**config.mk**
```make
export PLATFORM = sky130hd
export DESIGN_NAME = iee_front
export DESIGN_NICKNAME = d
export VERILOG_FILES = /design/src/rtl/core/iee_pkg.sv /design/src/rtl/core/iee_front.sv
export SDC_FILE = /design/constraint.sdc
export NUM_CORES = 1
export LEC_CHECK = 0
export CORE_AREA = 2 2 39 41
export DETAILED_ROUTE_END_ITERATION = 10
export DIE_AREA = 0 0 41 43
export DONT_BUFFER_PORTS = 1
export SLEW_MARGIN = 40
export SYNTH_ARGS = -nofsm -noshare
export SYNTH_HDL_FRONTEND = slang
export SYNTH_SLANG_ARGS = --single-unit
```
**constraint.sdc**
```tcl
create_clock -name vclk -period 1.5
set_clock_uncertainty 0.15 [all_clocks]
set_input_delay 0.225 -clock vclk [all_inputs]
set_output_delay 0.225 -clock vclk [all_outputs]
set_load 0.05 [all_outputs]
```
**src/rtl/core/iee_pkg.sv**
```systemverilog
package iee_pkg;

    // Default sizes of the evaluator.
    localparam int STACK_DEPTH_DEF = 128;
    localparam int FRAC_BITS_DEF   = 16;

    // Characters the evaluator knows.
    localparam logic [7:0] CH_PLUS  = 8'h2B;
    localparam logic [7:0] CH_MINUS = 8'h2D;
    localparam logic [7:0] CH_STAR  = 8'h2A;
    localparam logic [7:0] CH_SLASH = 8'h2F;
    localparam logic [7:0] CH_COMMA = 8'h2C;
    localparam logic [7:0] CH_ZERO  = 8'h30;
    localparam logic [7:0] CH_NINE  = 8'h39;

    // Status codes of a result.
    localparam logic [2:0] ST_OK    = 3'd0;
    localparam logic [2:0] ST_BAD   = 3'd1;
    localparam logic [2:0] ST_EMPTY = 3'd2;
    localparam logic [2:0] ST_OVER  = 3'd3;
    localparam logic [2:0] ST_DIV0  = 3'd4;
    localparam logic [2:0] ST_SAT   = 3'd5;

    // Fraction digits beyond this count are dropped.
    localparam logic [3:0] SCALE_IDX_CAP = 4'd9;

    typedef enum logic [1:0] {
        CLS_DIGIT,
        CLS_COMMA,
        CLS_OPER,
        CLS_BAD
    } sym_class_t;

    // One input transaction.
    typedef struct packed {
        logic [7:0] symbol;
        logic       last;
    } in_item_t;

    // One result transaction.
    typedef struct packed {
        logic signed [31:0] value;
        logic [2:0]         status;
    } out_item_t;

    // Classified character as it travels from front to back.
    typedef struct packed {
        sym_class_t cls;
        logic [3:0] digit;
        logic [7:0] op;
        logic       last;
    } token_t;

    typedef enum logic [4:0] {
        S_IDLE,
        S_STEP,
        S_CLOSE,
        S_CLWAIT,
        S_OPCHK,
        S_OPR1,
        S_OPR2,
        S_OPR3,
        S_OPPUT,
        S_OPPUT2,
        S_LAST,
        S_FOLD,
        S_FR,
        S_F1,
        S_F2,
        S_F3,
        S_F4,
        S_F4N,
        S_F5,
        S_F6,
        S_EMIT,
        S_CB,
        S_CBMUL,
        S_CBDIV
    } state_t;

    // Power of ten selected by the count of fraction digits.
    function automatic logic [31:0] pow10(input logic [3:0] idx);
        logic [31:0] r;
        case (idx)
            4'd0:    r = 32'd1;
            4'd1:    r = 32'd10;
            4'd2:    r = 32'd100;
            4'd3:    r = 32'd1000;
            4'd4:    r = 32'd10000;
            4'd5:    r = 32'd100000;
            4'd6:    r = 32'd1000000;
            4'd7:    r = 32'd10000000;
            4'd8:    r = 32'd100000000;
            4'd9:    r = 32'd1000000000;
            default: r = 32'd1;
        endcase
        return r;
    endfunction

    // A hard error stops evaluation until the end of the expression.
    function automatic logic is_hard(input logic [2:0] err);
        return (err != ST_OK) && (err != ST_SAT);
    endfunction

    // Hard codes are sticky; saturation may be overwritten.
    function automatic logic [2:0] raise_code(input logic [2:0] err, input logic [2:0] c);
        return ((err == ST_OK) || (err == ST_SAT)) ? c : err;
    endfunction

    // Clamp a sign and magnitude into 32 bits; bit 32 flags saturation.
    function automatic logic [32:0] clamp_mag(input logic neg, input logic [63:0] mag);
        logic [32:0] r;
        if (neg) begin
            if (mag > 64'h8000_0000) begin
                r = {1'b1, 32'h8000_0000};
            end else begin
                r = {1'b0, 32'h0 - mag[31:0]};
            end
        end else begin
            if (mag > 64'h7FFF_FFFF) begin
                r = {1'b1, 32'h7FFF_FFFF};
            end else begin
                r = {1'b0, mag[31:0]};
            end
        end
        return r;
    endfunction

endpackage

```
**src/rtl/core/iee_front.sv**
```systemverilog
module iee_front (
    input  logic              symbol_valid,
    input  iee_pkg::in_item_t symbol_item,
    input  logic              q_full,
    output logic              symbol_stall,
    output logic              q_push,
    output iee_pkg::token_t   q_tok
);
    import iee_pkg::*;

    // Stall only while the queue has no room.
    assign symbol_stall = q_full;
    assign q_push       = symbol_valid && !q_full;

    // Sort each character into digit, comma, operator or bad.
    always_comb
    begin
        q_tok.digit = 4'(symbol_item.symbol - CH_ZERO);
        q_tok.op    = symbol_item.symbol;
        q_tok.last  = symbol_item.last;
        if (symbol_item.symbol inside {[CH_ZERO:CH_NINE]}) begin
            q_tok.cls = CLS_DIGIT;
        end else if (symbol_item.symbol == CH_COMMA) begin
            q_tok.cls = CLS_COMMA;
        end else if (symbol_item.symbol inside {CH_PLUS, CH_MINUS, CH_STAR, CH_SLASH}) begin
            q_tok.cls = CLS_OPER;
        end else begin
            q_tok.cls = CLS_BAD;
        end
    end

endmodule

```
# Yosys cells after proc, flatten, opt, wreduce, memory -nomap -nowiden
# Cells that the tools add are included.
# op_classes
n_reduce_logical	4
mux	3
magnitude_cmp	2
addsub	1
eq_ne	5
# ops
cell	n
8-bit by 6-bit == test with 1-bit output, second input constant	5
8-bit by 6-bit greater-or-equal comparator with 1-bit output, second input constant	1
8-bit by 6-bit <= comparator with 1-bit output, second input constant	1
2-bit two-way mux	2
4-bit nonzero test	1
4-bit by 1-bit subtractor with 4-bit output, second input constant	1
1-bit logical AND	2
1-bit logical NOT	1
1-bit two-way mux	1
# totals
inputBits	11
register_bits	0

# Depth between registers and ports, before layout
# depth
word_depth	5
mapped_depth	3

# Worst setup path before layout
# OpenSTA, ideal clock, no wires.
# synth_path
path_kind	input-to-output
startpoint	in symbol_item[3] in the netlist's numbering
endpoint	out q_tok[13] in the netlist's numbering
slack_ps	-22
path_stages	3
required_time_ps	1125
t_arrival_ps	1147
cell_sequence	o21ai_1 -> and2_1 -> o21ai_1
# synth_lines
item	line	text
start: declaration	iee_front.sv:3	input iee_pkg::in_item_t symbol_item,
end: declaration	iee_front.sv:7	output iee_pkg::token_t q_tok

==> flow_metrics.env <==
export IMPL_outcome="completed"
export IMPL_synth_fa_ha_area_frac=0
export IMPL_gr_usage_all_layers=0.0300
export IMPL_avgSynthCellArea_um2=7.35
export IMPL_setup_violations=0
export IMPL_synth_top_area_frac=0.596
export IMPL_synth_area_leaders="buf_4 (60%), o21ai_1 (8.5%), nand2b_4 (7.8%)"
export IMPL_grt_pass1_wl_um=379
export IMPL_rsz0062_at_grt="no"
export IMPL_cap_violations=0
export IMPL_finalCriticalPeriod_ns=1.25
export IMPL_worstSetupEndpointType="output pin"
export IMPL_register_area_um2=0
export IMPL_ir_drop_mv=0.0361
export IMPL_max_freq_mhz=802
export IMPL_path_buf_inv=1
export IMPL_worstSetupPathType="input pin to output pin"
export IMPL_die_x_um=41
export IMPL_synth_top_family_by_area="buffers and inverters"
export IMPL_start_util=0.127
export IMPL_power_density_nw_per_um2=224
export IMPL_cp_max_fo=3
export IMPL_finalWirelength_um=272
export IMPL_ys_types=9
export IMPL_first_pass_iters=1
export IMPL_hold_buffers=0
export IMPL_design_area_um2=114
export IMPL_hold_viol_final=0
export IMPL_antenna_found_initial=0
export IMPL_cts_resized=0
export IMPL_grt_ovfl_total=0
export IMPL_slew_violations=0
export IMPL_p_leak_nw=0.0377
export IMPL_synth_xor_area_share=0
export IMPL_synth_cells=24
export IMPL_max_slew_worst_pin_slew_ns=0.249
export IMPL_vias_per_cell=3.31
export IMPL_yosys_mux_area_fraction=0.0567
export IMPL_max_stage_delay_ns=0.24
export IMPL_ys_seq_area_frac=0
export IMPL_syn_area_um2=176
export IMPL_drcViolationCount=0
export IMPL_drtIter0Drc=0
export IMPL_dpl_cell_area_um2=114
export IMPL_grt_max_degree=6
export IMPL_slowest_stage="nor4b_1"
export IMPL_syn_to_final_growth_pct=-35.5
export IMPL_synth_compound_area_share=0.0851
export IMPL_yosys_warnings=0
export IMPL_fin_total_pwr_w=0.0000255
export IMPL_rows=14
export IMPL_ant_nets=0
export IMPL_required_ns=1.12
export IMPL_num_clock_buffers=0
export IMPL_grt_pass1_vias=83
export IMPL_worstPathCellList="nand2b_4 > nor4b_1 > o21ai_1 > buf_4"
export IMPL_crit_arrival_ns=0.87
export IMPL_fin_crit_sh=0.831
export IMPL_portBuffers=0
export IMPL_die_h_um=43
export IMPL_relSlewSlack=0.832
export IMPL_ios=28
export IMPL_crit_family="simple AND/OR/NAND/NOR gates"
export IMPL_syn_nets=35
export IMPL_nets=26
export IMPL_hp_class="input pin to output pin"
export IMPL_post_cts_repair_setup_buffers=0
export IMPL_coreArea_um2=1380
export IMPL_die_area_um2=1760
export IMPL_startpoint_type="input pin"
export IMPL_gp_congestion=0.469
export IMPL_seq_cells=0
export IMPL_vias=96
export IMPL_drive_above_1_share=0.308
export IMPL_synthSimpleGateAreaFrac=0.262
export IMPL_diodes=0
export IMPL_yosys_area_top_type="buf_4"
export IMPL_wl_per_cell_um=9.38
## final cells by class
class                      instances  area (um^2)
fill                             162         1270
multi-input combinational         10         71.3
tap                               16         20.0
timing repair buffer               3         22.5
## power by group
| group | internal, W | switching [W] | total (W) |
|---|---|---|---|
| combinational | 0.0000111 | 0.0000143 | 0.0000255 |
| sequential | 0 | 0 | 0 |
| clock | 0 | 0 | 0 |
## routing by layer
layer	up-vias	share of wire	GRT usage
met5	-	0	0
met4	0	0	0
li1	43	-	-
met2	9	0.53	0.0594
met1	44	0.24	0.0316
met3	0	0.22	0.00524
## cell usage after synthesis
| library cell | n |
|---|---|
| nor2_1 | 1 |
| and2_1 | 1 |
| o21ai_1 | 3 |
| buf_4 | 14 |
| nor4b_1 | 1 |
| nand2b_4 | 1 |
| nor2b_1 | 1 |
| nor3b_1 | 1 |
| mux2i_1 | 1 |
## path summary, 6_finish.rpt
check	from	to	slack [ns]	depth (start not counted)
hold / removal	symbol_item[6]	q_tok[6]	0.30	0
setup / recovery	symbol_item[5]	q_tok[14]	0.25	4
## per-stage QoR
| stage | worst slack, ns | TNS (ns) | hold slack, ns | util | std cells |
|---|---|---|---|---|---|
| floorplan | -0.0225 | -0.0450 | 0.467 | - | 24 |
| global placement | 0.247 | 0 | 0.300 | 0.0823 | 29 |
| detailed placement | 0.251 | 0 | 0.300 | 0.0823 | 29 |
| CTS | 0.251 | 0 | 0.300 | 0.0823 | 29 |
| global route | 0.137 | 0 | 0.300 | 0.0823 | 29 |
| finish | 0.253 | 0 | 0.300 | 0.0823 | 29 |
## kinds of logic (layout without fill, tap and decap cells)
kind of cell           Yosys count  count (layout)
and+or+nand+nor                  6               6
muxes                            1               1
buffers and inverters           14               3
AOI/OAI and AO/OA                3               3
## placed cells by master, fill, tap and decap left out, drive strengths merged
cell type  n
o21ai      3
buf        3
and2       1
nand2b     1
mux2i      1
nor2       1
nor3b      1
nor2b      1
nor4b      1
Note: power is estimated with default switching activity, not from simulation.
