<file path="src/rtl/core/iee_pkg.sv">
package iee_pkg;

    // Default sizes of the evaluator.
    localparam int STACK_DEPTH_DEF = 128;
    localparam int FRAC_BITS_DEF   = 16;

    // Characters the evaluator knows.
    localparam logic [7:0] CH_PLUS  = 8'h2B;
    localparam logic [7:0] CH_MINUS = 8'h2D;
    localparam logic [7:0] CH_STAR  = 8'h2A;
    localparam logic [7:0] CH_SLASH = 8'h2F;
    localparam logic [7:0] CH_COMMA = 8'h2C;
    localparam logic [7:0] CH_ZERO  = 8'h30;
    localparam logic [7:0] CH_NINE  = 8'h39;

    // Status codes of a result.
    localparam logic [2:0] ST_OK    = 3'd0;
    localparam logic [2:0] ST_BAD   = 3'd1;
    localparam logic [2:0] ST_EMPTY = 3'd2;
    localparam logic [2:0] ST_OVER  = 3'd3;
    localparam logic [2:0] ST_DIV0  = 3'd4;
    localparam logic [2:0] ST_SAT   = 3'd5;

    // Fraction digits beyond this count are dropped.
    localparam logic [3:0] SCALE_IDX_CAP = 4'd9;

    typedef enum logic [1:0] {
        CLS_DIGIT,
        CLS_COMMA,
        CLS_OPER,
        CLS_BAD
    } sym_class_t;

    // One input transaction.
    typedef struct packed {
        logic [7:0] symbol;
        logic       last;
    } in_item_t;

    // One result transaction.
    typedef struct packed {
        logic signed [31:0] value;
        logic [2:0]         status;
    } out_item_t;

    // Classified character as it travels from front to back.
    typedef struct packed {
        sym_class_t cls;
        logic [3:0] digit;
        logic [7:0] op;
        logic       last;
    } token_t;

    typedef enum logic [4:0] {
        S_IDLE,
        S_STEP,
        S_CLOSE,
        S_CLWAIT,
        S_OPCHK,
        S_OPR1,
        S_OPR2,
        S_OPR3,
        S_OPPUT,
        S_OPPUT2,
        S_LAST,
        S_FOLD,
        S_FR,
        S_F1,
        S_F2,
        S_F3,
        S_F4,
        S_F4N,
        S_F5,
        S_F6,
        S_EMIT,
        S_CB,
        S_CBMUL,
        S_CBDIV
    } state_t;

    // Power of ten selected by the count of fraction digits.
    function automatic logic [31:0] pow10(input logic [3:0] idx);
        logic [31:0] r;
        case (idx)
            4'd0:    r = 32'd1;
            4'd1:    r = 32'd10;
            4'd2:    r = 32'd100;
            4'd3:    r = 32'd1000;
            4'd4:    r = 32'd10000;
            4'd5:    r = 32'd100000;
            4'd6:    r = 32'd1000000;
            4'd7:    r = 32'd10000000;
            4'd8:    r = 32'd100000000;
            4'd9:    r = 32'd1000000000;
            default: r = 32'd1;
        endcase
        return r;
    endfunction

    // A hard error stops evaluation until the end of the expression.
    function automatic logic is_hard(input logic [2:0] err);
        return (err != ST_OK) && (err != ST_SAT);
    endfunction

    // Hard codes are sticky; saturation may be overwritten.
    function automatic logic [2:0] raise_code(input logic [2:0] err, input logic [2:0] c);
        return ((err == ST_OK) || (err == ST_SAT)) ? c : err;
    endfunction

    // Clamp a sign and magnitude into 32 bits; bit 32 flags saturation.
    function automatic logic [32:0] clamp_mag(input logic neg, input logic [63:0] mag);
        logic [32:0] r;
        if (neg) begin
            if (mag > 64'h8000_0000) begin
                r = {1'b1, 32'h8000_0000};
            end else begin
                r = {1'b0, 32'h0 - mag[31:0]};
            end
        end else begin
            if (mag > 64'h7FFF_FFFF) begin
                r = {1'b1, 32'h7FFF_FFFF};
            end else begin
                r = {1'b0, mag[31:0]};
            end
        end
        return r;
    endfunction

endpackage

</file>
<file path="src/rtl/core/iee_queue.sv">
module iee_queue #(
    parameter int DEPTH = 2
) (
    input  logic            clk,
    input  logic            rst_n,
    input  logic            push,
    input  iee_pkg::token_t push_tok,
    input  logic            pop,
    output logic            full,
    output logic            valid,
    output iee_pkg::token_t head
);
    import iee_pkg::*;

    localparam int PW = (DEPTH > 1) ? $clog2(DEPTH) : 1;
    localparam int CW = $clog2(DEPTH + 1);

    token_t         entry_reg [DEPTH];
    logic [PW-1:0]  wr_reg, wr_next;
    logic [PW-1:0]  rd_reg, rd_next;
    logic [CW-1:0]  cnt_reg, cnt_next;

    assign full  = (cnt_reg == CW'(DEPTH));
    assign valid = (cnt_reg != '0);
    assign head  = entry_reg[rd_reg];

    // Pointer and count update; wrap at the depth.
    always_comb
    begin
        wr_next  = wr_reg;
        rd_next  = rd_reg;
        cnt_next = cnt_reg;
        if (push) begin
            wr_next = (wr_reg == PW'(DEPTH - 1)) ? '0 : wr_reg + PW'(1);
        end
        if (pop) begin
            rd_next = (rd_reg == PW'(DEPTH - 1)) ? '0 : rd_reg + PW'(1);
        end
        if (push && !pop) begin
            cnt_next = cnt_reg + CW'(1);
        end else if (pop && !push) begin
            cnt_next = cnt_reg - CW'(1);
        end
    end

    always_ff @(posedge clk or negedge rst_n)
    begin
        if (!rst_n) begin
            wr_reg  <= '0;
            rd_reg  <= '0;
            cnt_reg <= '0;
        end else begin
            wr_reg  <= wr_next;
            rd_reg  <= rd_next;
            cnt_reg <= cnt_next;
        end
    end

    // Token storage.
    always_ff @(posedge clk)
    begin
        if (push) begin
            entry_reg[wr_reg] <= push_tok;
        end
    end

endmodule

</file>
<file path="config.mk">
export PLATFORM = sky130hd
export DESIGN_NAME = iee_queue
export DESIGN_NICKNAME = d
export VERILOG_FILES = /design/src/rtl/core/iee_pkg.sv /design/src/rtl/core/iee_queue.sv
export SDC_FILE = /design/constraint.sdc
export NUM_CORES = 1
export LEC_CHECK = 0
export ABC_CLOCK_PERIOD_IN_PS = 3350
export BUFFER_PORTS_ARGS = -buffer_cell sky130_fd_sc_hd__buf_2
export CELL_PAD_IN_SITES_DETAIL_PLACEMENT = 1
export CELL_PAD_IN_SITES_GLOBAL_PLACEMENT = 1
export CORE_MARGIN = 4
export CORE_UTILIZATION = 45
export CTS_CLUSTER_SIZE = 14
export DETAILED_ROUTE_END_ITERATION = 8
export PLACE_DENSITY = 0.81
export SYNTH_ARGS = -nofsm -noshare
export SYNTH_HDL_FRONTEND = slang
export SYNTH_SLANG_ARGS = --single-unit
</file>
<file path="constraint.sdc">
create_clock -name clk -period 3.35 [get_ports clk]
set_input_delay 0.67 -clock clk [delete_from_list [all_inputs] [get_ports clk]]
set_output_delay 0.67 -clock clk [all_outputs]
set_load 0.02 [all_outputs]
</file>
; Yosys cells after proc, flatten, opt, wreduce, memory -nomap -nowiden
; Memories as Yosys holds them, arrays and structs flattened.
; Cells that the tools add are included.
[word_totals]
in_bits = 19
out_inout_bits = 17
mem_count = 1
ramBits = 30
reg_bits = 4
word_cells = 21
[op_classes]
muxes = 6
n_eq_ne = 1
reduce_logical = 6
n_addsub = 4
[mem_list]
columns = memory, depth, word_bits, rd, rd_clocked_by_memory_dff, write_ports, line_no
row1 = entry_reg, 2, 15, 1, 0, 1, iee_queue.sv:18  ; token_t entry_reg [DEPTH];
[op_table]
columns = cell, n
row1 = 2-to-1 mux 1 bit, 4
row2 = 2-to-1 mux 2 bit, 2
row3 = nonzero test 2 bit, 2
row4 = adder 1 bit (second input constant), 2
row5 = adder 2 x 1 -> 2 bit (second input constant), 1
row6 = == test 2 bit (second input constant), 1
row7 = logical AND 1 bit, 2
row8 = logical NOT 1 bit, 2
row9 = subtractor 2 x 1 -> 2 bit (second input constant), 1

; Longest topological paths before layout
[depth]
ltp_word = 4
depth_mapped = 5
ltp_nobuf = 5

; Worst setup path before layout
; OpenSTA, ideal clock, no wires.
[synth_timing]
kind = input port to flip-flop
startpoint = input push
endpoint = memory entry_reg[0][0] (netlist name), enable pin
required_ns = 2.962
arrival_ns = 1.391
stages = 1
path_slack_ns = 1.570
path_buffers = 0
setup_time_ns = 0.388
path_cell_list = nor2b_1
[synth_via]
elab_chain_len = 2
[synth_rtl]
columns = element, line_no
row1 = from (decl), iee_queue.sv:6  ; input logic push,
row2 = 2-to-1 mux 1 bit, iee_queue.sv:62  ; if (push) begin
row3 = 2-to-1 mux 1 bit (not written as such), iee_queue.sv:63  ; entry_reg[wr_reg] <= push_tok;
row4 = to (decl), iee_queue.sv:18
; Every way passes these cells.

==> flow_summary.toml <==
[finish]
areaGrowthSynthToFinish_pct = 18.7
fin_cells = 137
postLayoutCoreUtil = 0.565
drive_above_1_share = 0.557
largest_register_ffs = 30
antennaDiodeCount = 0
fin_nets = 125
fin_area_um2 = 1570

[route]
via_per_inst = 4.99
route.vias.total = 684
route.detailed.drc = 0
drtPass1Iterations = 3
routed_wl_um = 2310
antenna_left = 0
routedWlPerCell_um = 16.9
drt_iter0_drc = 7

[timing]
drv_slew = 0
hold_viol = 0
clock.fmax_mhz = 406
period_share = 0.736
fin_tns_setup_ps = 0
relSlewSlack = 0.451
skew_ps = 7.01
setup_viol = 0
min_period_ps = 2460
rsz0062_at_grt = "no"
worst_pin_slew_ps = 823

[logic_synthesis]
synth_area_per_cell_um2 = 21.0
synthAdderAreaFrac = 0.00945
ys_ff_latch = 34
ys_warn_count = 0
synth_top_area_cell = "edfxtp_1"
synthMuxAreaShare = 0.153
synth_top_family_by_area = "multiplexers"
synthSimpleGateAreaFrac = 0.0217
syn_inst = 63
synth_top_cell_area_share = 0.681
synth-xor-area-share = 0.0331
synth.distinct_cells = 14
synth_area_leaders = "edfxtp_1 (68%), mux2_4 (10%), dfrtp_1 (7.6%), mux2_2 (5.1%), xor2_1 (2.6%)"
syn-cell-area_um2 = 1320
ys_seq_area_frac = 0.756
synth_nets = 83
synth_compound_area_frac = 0

[clock_tree]
cts_buffers = 5
clk_pin_slew_ps = 100
ctsResizeCount = 0
clk_latency_ps = 320
cts_root_buf = "clkbuf_4"
cts_max_level = 2
cts_setup_buffers = 0
clockBufferDepth = 2
postCtsHoldBufs = 0
tritoncts = "yes"
clock_sinks = 34

[flow_run]
maxCapViolCount = 0

[global_routing]
antenna_found_initial = 0
gr-total-overflow = 0
gr-usage-all-layers = 0.126
grt_pass1_wl_um = 3730
grt_max_degree = 17
grt_pass1_vias = 760

[setup_path]
worstPathCellList = "mux2_2 > buf_2"
critPathLaunchType = "flip-flop"
critPathKind = "reg2out"
cp_num_buf_inv = 1
cp.depth = 2
slowest_stage = "dfrtp_1"
worst_r2r_path_depth = 1
cp.arrival_ps = 1790
path_delay_family = "flip-flops"
max_stage_delay_ps = 890
crit_required_ps = 2680
critPathCaptureType = "output pin"
worst-path-max-fanout = 16

[power]
p_per_area_nw_per_um2 = 826
p_leak_nw = 0.649
vdd_drop_max_uv = 602
power_w = 0.00130

[die]
rows = 19
fp.dieW_um = 62.2
io_pins = 36
start_util = 0.476
die_y_um = 62.2
die_area_um2 = 3870
core_um2 = 2780

[status]
status = "complete, no violations"

[place]
dp_hpwl_um = 1690
numPortBuffers = 35
placed_area_um2 = 1520
place.gp.congestion = 0.646
dp.cells = 129

[worst_hold_path]
hold_path.class = "in2async"
metrics by stage:
stage | hold WS [ps] | setup slack (ps)
global placement | 463 | 1240
detailed placement | 486 | 1230
finish | 133 | 885
floorplan | 374 | 1570
CTS | 123 | 853
global route | 108 | 785
power breakdown:
| part | switching, W | total [W] | internal, W |
|---|---|---|---|
| logic | 0.000228 | 0.000441 | 0.000213 |
| registers | 0.0000833 | 0.000652 | 0.000569 |
| clock network | 0.000126 | 0.000205 | 0.0000788 |
| total | 0.000437 | 0.00130 | 0.000861 |
cells in the final DEF (no fill, tap or decap), types with 2 or more instances in the layout:
| cell | n |
|---|---|
| mux2_2 | 6 |
| xor2_1 | 4 |
| clkbuf_4 | 5 |
| mux2_4 | 9 |
| edfxtp_1 | 30 |
| dfrtp_1 | 4 |
| buf_4 | 2 |
| nor2b_1 | 2 |
| buf_2 | 35 |
logic make-up (layout without fill, tap and decap cells):
group	Yosys count	after routing
buffers and inverters	3	46
and+or+nand+nor	5	5
adders and majority gates	1	1
DFF	34	34
muxes	15	15
xor gates and xnor gates	5	5
synthesized netlist by cell type (all sizes together):
| master | number |
|---|---|
| and2 | 1 |
| nor2 | 1 |
| dfrtp | 4 |
| edfxtp | 30 |
| xor2 | 4 |
| buf | 2 |
| xnor2 | 1 |
| or2 | 1 |
| nor2b | 2 |
| mux2 | 15 |
| inv | 1 |
| ha | 1 |
metal layers:
| layer | part of all wire | vias to the layer above | track usage |
|---|---|---|---|
| met4 | 0.014 | 0 | 0.0569 |
| met5 | 0 | - | 0 |
| li1 | - | 322 | - |
| met3 | 0.050 | 4 | 0.0450 |
| met2 | 0.52 | 20 | 0.211 |
| met1 | 0.41 | 338 | 0.143 |
worst paths after layout:
| kind | endpoint | slack [ps] | startpoint |
|---|---|---|---|
| worst max register to register | entry_reg[1][3] | 1980 | wr_reg |
| worst max-delay path | head[6] | 890 | rd_reg |
| max in group asynchronous | wr_reg | 3090 | rst_n |
| min in group clk | cnt_reg[1] | 500 | cnt_reg[1] |
| worst min register to register | cnt_reg[1] | 500 | cnt_reg[1] |
| worst min-delay path | cnt_reg[1] | 130 | rst_n |
final cells by class:
cell class                 count  area, um2
multi-input combinational     26        288
sequential                    34       1000
inverter                       1       3.75
clock buffer                   6       41.3
tap                           31       38.8
fill                         275       1210
timing repair buffer          37        190
clock inverter                 2       8.76
Note: power is estimated with default switching activity, not from simulation.
